$ cat src/rtl/bucketed_hash_set_defines.svh
// bucketed_hash_set_defines.svh: assertion macros for the bucketed hash set
// used by the top level; no other dependencies
`ifndef BUCKETED_HASH_SET_DEFINES_SVH
`define BUCKETED_HASH_SET_DEFINES_SVH

// same-cycle implication, checked outside reset
`define BHS_ASSERT_SAME(label, clk, rst_n, ante, cons, msg) \
  label: assert property (@(posedge clk) disable iff (!rst_n) (ante) |-> (cons)) \
    else $error(msg);

// next-cycle implication, checked outside reset
`define BHS_ASSERT_NEXT(label, clk, rst_n, ante, cons, msg) \
  label: assert property (@(posedge clk) disable iff (!rst_n) (ante) |=> (cons)) \
    else $error(msg);

`endif

$ cat src/rtl/bhs_pkg.sv
// bhs_pkg: payload types, request codes and controller/datapath handshake
// structs shared by the bucketed hash set modules; no dependencies
`timescale 1ns / 1ps

package bhs_pkg;

  localparam int KEY_W = 20;

  localparam logic [1:0] OP_ADD    = 2'd0;
  localparam logic [1:0] OP_REMOVE = 2'd1;
  localparam logic [1:0] OP_QUERY  = 2'd2;

  typedef struct packed {
    logic [1:0]       req_type;
    logic [KEY_W-1:0] key;
  } in_t;

  typedef struct packed {
    logic was_present;
    logic overflow;
  } out_t;

  // controller to datapath
  typedef struct packed {
    logic clr_step;
    logic load;
    logic mod_step;
    logic rd_en;
    logic upd_en;
  } cmd_t;

  // datapath to controller
  typedef struct packed {
    logic clr_last;
    logic mod_last;
  } status_t;

endpackage

$ cat src/rtl/bhs_ctrl.sv
// bhs_ctrl: sequencing state machine for the bucketed hash set
// depends on bhs_pkg for the command and status structs
`timescale 1ns / 1ps

module bhs_ctrl (
  input  logic             clk_i,
  input  logic             rst_ni,
  input  logic             in_valid_i,
  input  logic             out_free_i,
  input  bhs_pkg::status_t status_i,
  output logic             in_ready_o,
  output bhs_pkg::cmd_t    cmd_o
);
  import bhs_pkg::*;

  typedef enum logic [4:0] {
    S_CLEAR  = 5'b00001,
    S_IDLE   = 5'b00010,
    S_MOD    = 5'b00100,
    S_READ   = 5'b01000,
    S_UPDATE = 5'b10000
  } state_e;

  state_e state_q, state_d;

  always_comb begin
    state_d    = state_q;
    cmd_o      = '0;
    in_ready_o = 1'b0;
    case (state_q)
      S_CLEAR: begin
        cmd_o.clr_step = 1'b1;
        if (status_i.clr_last) state_d = S_IDLE;
      end
      S_IDLE: begin
        in_ready_o = 1'b1;
        if (in_valid_i) begin
          cmd_o.load = 1'b1;
          state_d    = S_MOD;
        end
      end
      S_MOD: begin
        cmd_o.mod_step = 1'b1;
        if (status_i.mod_last) state_d = S_READ;
      end
      S_READ: begin
        cmd_o.rd_en = 1'b1;
        state_d     = S_UPDATE;
      end
      S_UPDATE: begin
        // write back and push the result together, once the output slot is free
        if (out_free_i) begin
          cmd_o.upd_en = 1'b1;
          state_d      = S_IDLE;
        end
      end
      default: state_d = S_CLEAR;
    endcase
  end

  always_ff @(posedge clk_i or negedge rst_ni) begin
    if (!rst_ni) begin
      state_q <= S_CLEAR;
    end else begin
      state_q <= state_d;
    end
  end

endmodule

$ cat config.mk
export PLATFORM = sky130hd
export DESIGN_NAME = bhs_ctrl
export DESIGN_NICKNAME = d
export VERILOG_FILES = /design/src/rtl/bucketed_hash_set_defines.svh /design/src/rtl/bhs_pkg.sv /design/src/rtl/bhs_ctrl.sv
export SDC_FILE = /design/constraint.sdc
export NUM_CORES = 1
export LEC_CHECK = 0
export BUFFER_PORTS_ARGS = -buffer_cell sky130_fd_sc_hd__buf_2
export CAP_MARGIN = 30
export CELL_PAD_IN_SITES_DETAIL_PLACEMENT = 1
export CELL_PAD_IN_SITES_GLOBAL_PLACEMENT = 2
export CORE_AREA = 2 2 40 42
export DETAILED_ROUTE_END_ITERATION = 10
export DIE_AREA = 0 0 42 44
export PLACE_DENSITY = 0.78
export SLEW_MARGIN = 20
export SYNTH_ARGS = -nofsm -noshare
export SYNTH_HDL_FRONTEND = slang
export SYNTH_SLANG_ARGS = --single-unit
$ cat constraint.sdc
create_clock -name clk_i -period 1.51 [get_ports clk_i]
set_input_delay 0.151 -clock clk_i [delete_from_list [all_inputs] [get_ports clk_i]]
set_output_delay 0.151 -clock clk_i [all_outputs]
set_load 0.02 [all_outputs]
==> flow_metrics.py <==
metrics = {
    "sta": {
        "fin_crit_ps": 1590,
        "period_share": 1.05,
        "worstMarginPinSlew_ps": 354,
        "finalHoldViolations": 0,
        "clock_skew_ps": 2.49,
        "relSlewSlack": 0.762,
        "slew_viol_final": 0,
        "timing.final.ws_setup_ps": -77.8,
        "max_clock_freq_mhz": 630,
        "grt_setup_unrepaired": "yes",
        "setup_viol": 2,
    },
    "yosys": {
        "syn_nets": 40,
        "async_reset_ff_frac": 1.00,
        "netlist_instances": 34,
        "ys_ff_latch": 5,
        "synth_warnings": 0,
        "synthDistinctLibCells": 25,
        "avgSynthCellArea_um2": 9.94,
        "synth-seq-area-share": 0.374,
        "synth-main-ff-cell": "dfrtp_1",
        "netlist_area_um2": 338,
        "synth_edf_count": 0,
    },
    "global_route": {
        "top_usage_layer": "met2",
        "met2_usage": 0.200,
        "gr-usage-met1": 0.130,
        "grt_pass1_vias": 364,
        "grt_util_met3": 0.0292,
        "antenna_found_initial": 0,
        "grt_max_degree": 10,
        "grt_overflow": 0,
        "grt_pass1_wl_mm": 1.58,
        "grt_use_total": 0.120,
    },
    "critical_path": {
        "crit_chain": "or2_4, nor4b_4, and2_1, buf_6",
        "path_class": "reg2out",
        "slowest_stage": "dfrtp_1",
        "cp-end-kind": "output port",
        "critPathBufInv": 1,
        "worst_path_largest_cell_delay_ps": 370,
        "arrival_ps": 1440,
        "start_kind": "register",
        "required_ps": 1360,
        "cpLargestDelayFamily": "simple AND/OR/NAND/NOR gates",
        "crit_fanout": 3,
    },
    "cts": {
        "cts.sinks": 5,
        "clock_path_buffers": 2,
        "cts_tree": "yes",
        "path_clk_slew_ps": 40,
        "htreeDepth": 1,
        "numCtsBuffers": 3,
        "clock_latency_ps": 240,
        "clockRootBuffer": "clkbuf_4",
    },
    "placement": {
        "gp_congestion": 0.760,
        "dp_cells": 62,
        "dp_hpwl_um": 711,
        "port_buffers": 11,
    },
    "floorplan": {
        "core_um2": 1420,
        "fp.dieW_um": 42,
        "initial_core_util": 0.238,
        "die_height_um": 44,
        "die-area_um2": 1850,
        "num_rows": 14,
        "ios": 12,
    },
    "final_layout": {
        "final_common_cell": "buf_4",
        "top_register": "state_q",
        "mostFrequentLayoutCells": "13 x buf_4, 7 x buf_2, 4 x dfrtp_1",
        "area_growth_pct": 65.2,
        "largest_reg_flops": 5,
        "drive_above_1_share": 0.586,
        "top_regs": "state_q x5",
        "stdcell_count": 74,
        "fin_nets": 65,
        "diodes": 0,
    },
    "detailed_routing": {
        "vias_per_cell": 4.74,
        "wl_per_cell_um": 12.9,
        "drcViolationCount": 0,
        "drt_wl_total_um": 951,
        "firstDrtPassIters": 4,
        "vias": 351,
        "ant_nets": 0,
        "first_iter_violations": 3,
    },
    "power": {
        "p_leak_nw": 0.287,
        "power_density_nw_per_um2": 1290,
        "power_w": 0.000721,
        "ir_worst_vdd_mv": 0.541,
    },
    "flow_run": {
        "cap_violations": 0,
    },
    "min_path": {
        "hp-class": "in2reg",
    },
    "status": {
        "violations": "setup timing",
        "status": "complete, but fails checks",
    },
}
==> synth_stat cells (2+ instances only) <==
cell type / n / share of area
nor2_1: 3 / 0.033
and2_1: 2 / 0.037
nor4_1: 3 / 0.056
buf_2: 2 / 0.030
dfrtp_1: 4 / 0.30
==> per-layer routing <==
metal	vias to the layer above	wire length, um
li1	171	-
met1	165	360
met4	0	33
met2	11	509
met5	-	0
met3	4	48
==> metrics by stage <==
step	utilization	TNS, ps	instance area [um2]	hold WS (ps)	setup slack (ps)
after floorplan	-	-51.5	344	-145	-35.7
after global placement	0.304	0	432	-31.5	105
after detailed placement	0.304	0	432	-29.1	57.9
after CTS	0.362	-363	514	134	-136
after global routing	0.393	-508	558	149	-160
final	0.393	-136	558	134	-77.8
==> area by class of cell <==
| cell class | count | area (um2) |
|---|---|---|
| Fill cell | 173 | 861 |
| Multi-Input combinational cell | 25 | 216 |
| Timing Repair Buffer | 23 | 165 |
| Sequential cell | 5 | 126 |
| Clock buffer | 4 | 26.3 |
| Tap cell | 16 | 20.0 |
| Inverter | 1 | 3.75 |
==> power by group <==
part	switching [W]	total [W]	internal, W
logic	0.000139	0.000314	0.000175
clock network	0.0000541	0.000154	0.0000998
registers	0.0000790	0.000253	0.000175
total	0.000272	0.000721	0.000449
==> timing repair <==
action                     in CTS  in global routing
hold endpoints to repair        5                  0
buffers inserted                5                  2
pin swaps                       3                  4
hold buffers                    1                  0
resized for setup               3                  7
setup endpoints to repair       3                  6
==> kinds of logic after synthesis <==
group	Yosys count	synth area share
compound gates	6	0.156
xor+xnor	1	0.0259
buf+inv	4	0.0630
flops	5	0.374
simple gates	18	0.382
==> worst paths after layout <==
check	start	to	slack, ps	depth (start not counted)
min in group asynchronous	rst_ni	state_q[1]$_DFFE_PN0P_	250	2
max in group asynchronous	rst_ni	state_q[0]$_DFFE_PN1P_	1050	2
max	state_q[2]$_DFFE_PN0P_	cmd_o[3]	-80	4
min	status_i[0]	state_q[3]$_DFFE_PN0P_	130	2
min reg2reg	state_q[2]$_DFFE_PN0P_	state_q[4]$_DFFE_PN0P_	670	3
max reg2reg	state_q[0]$_DFFE_PN1P_	state_q[2]$_DFFE_PN0P_	90	4
No activity file was read; power rests on OpenSTA's default activity.
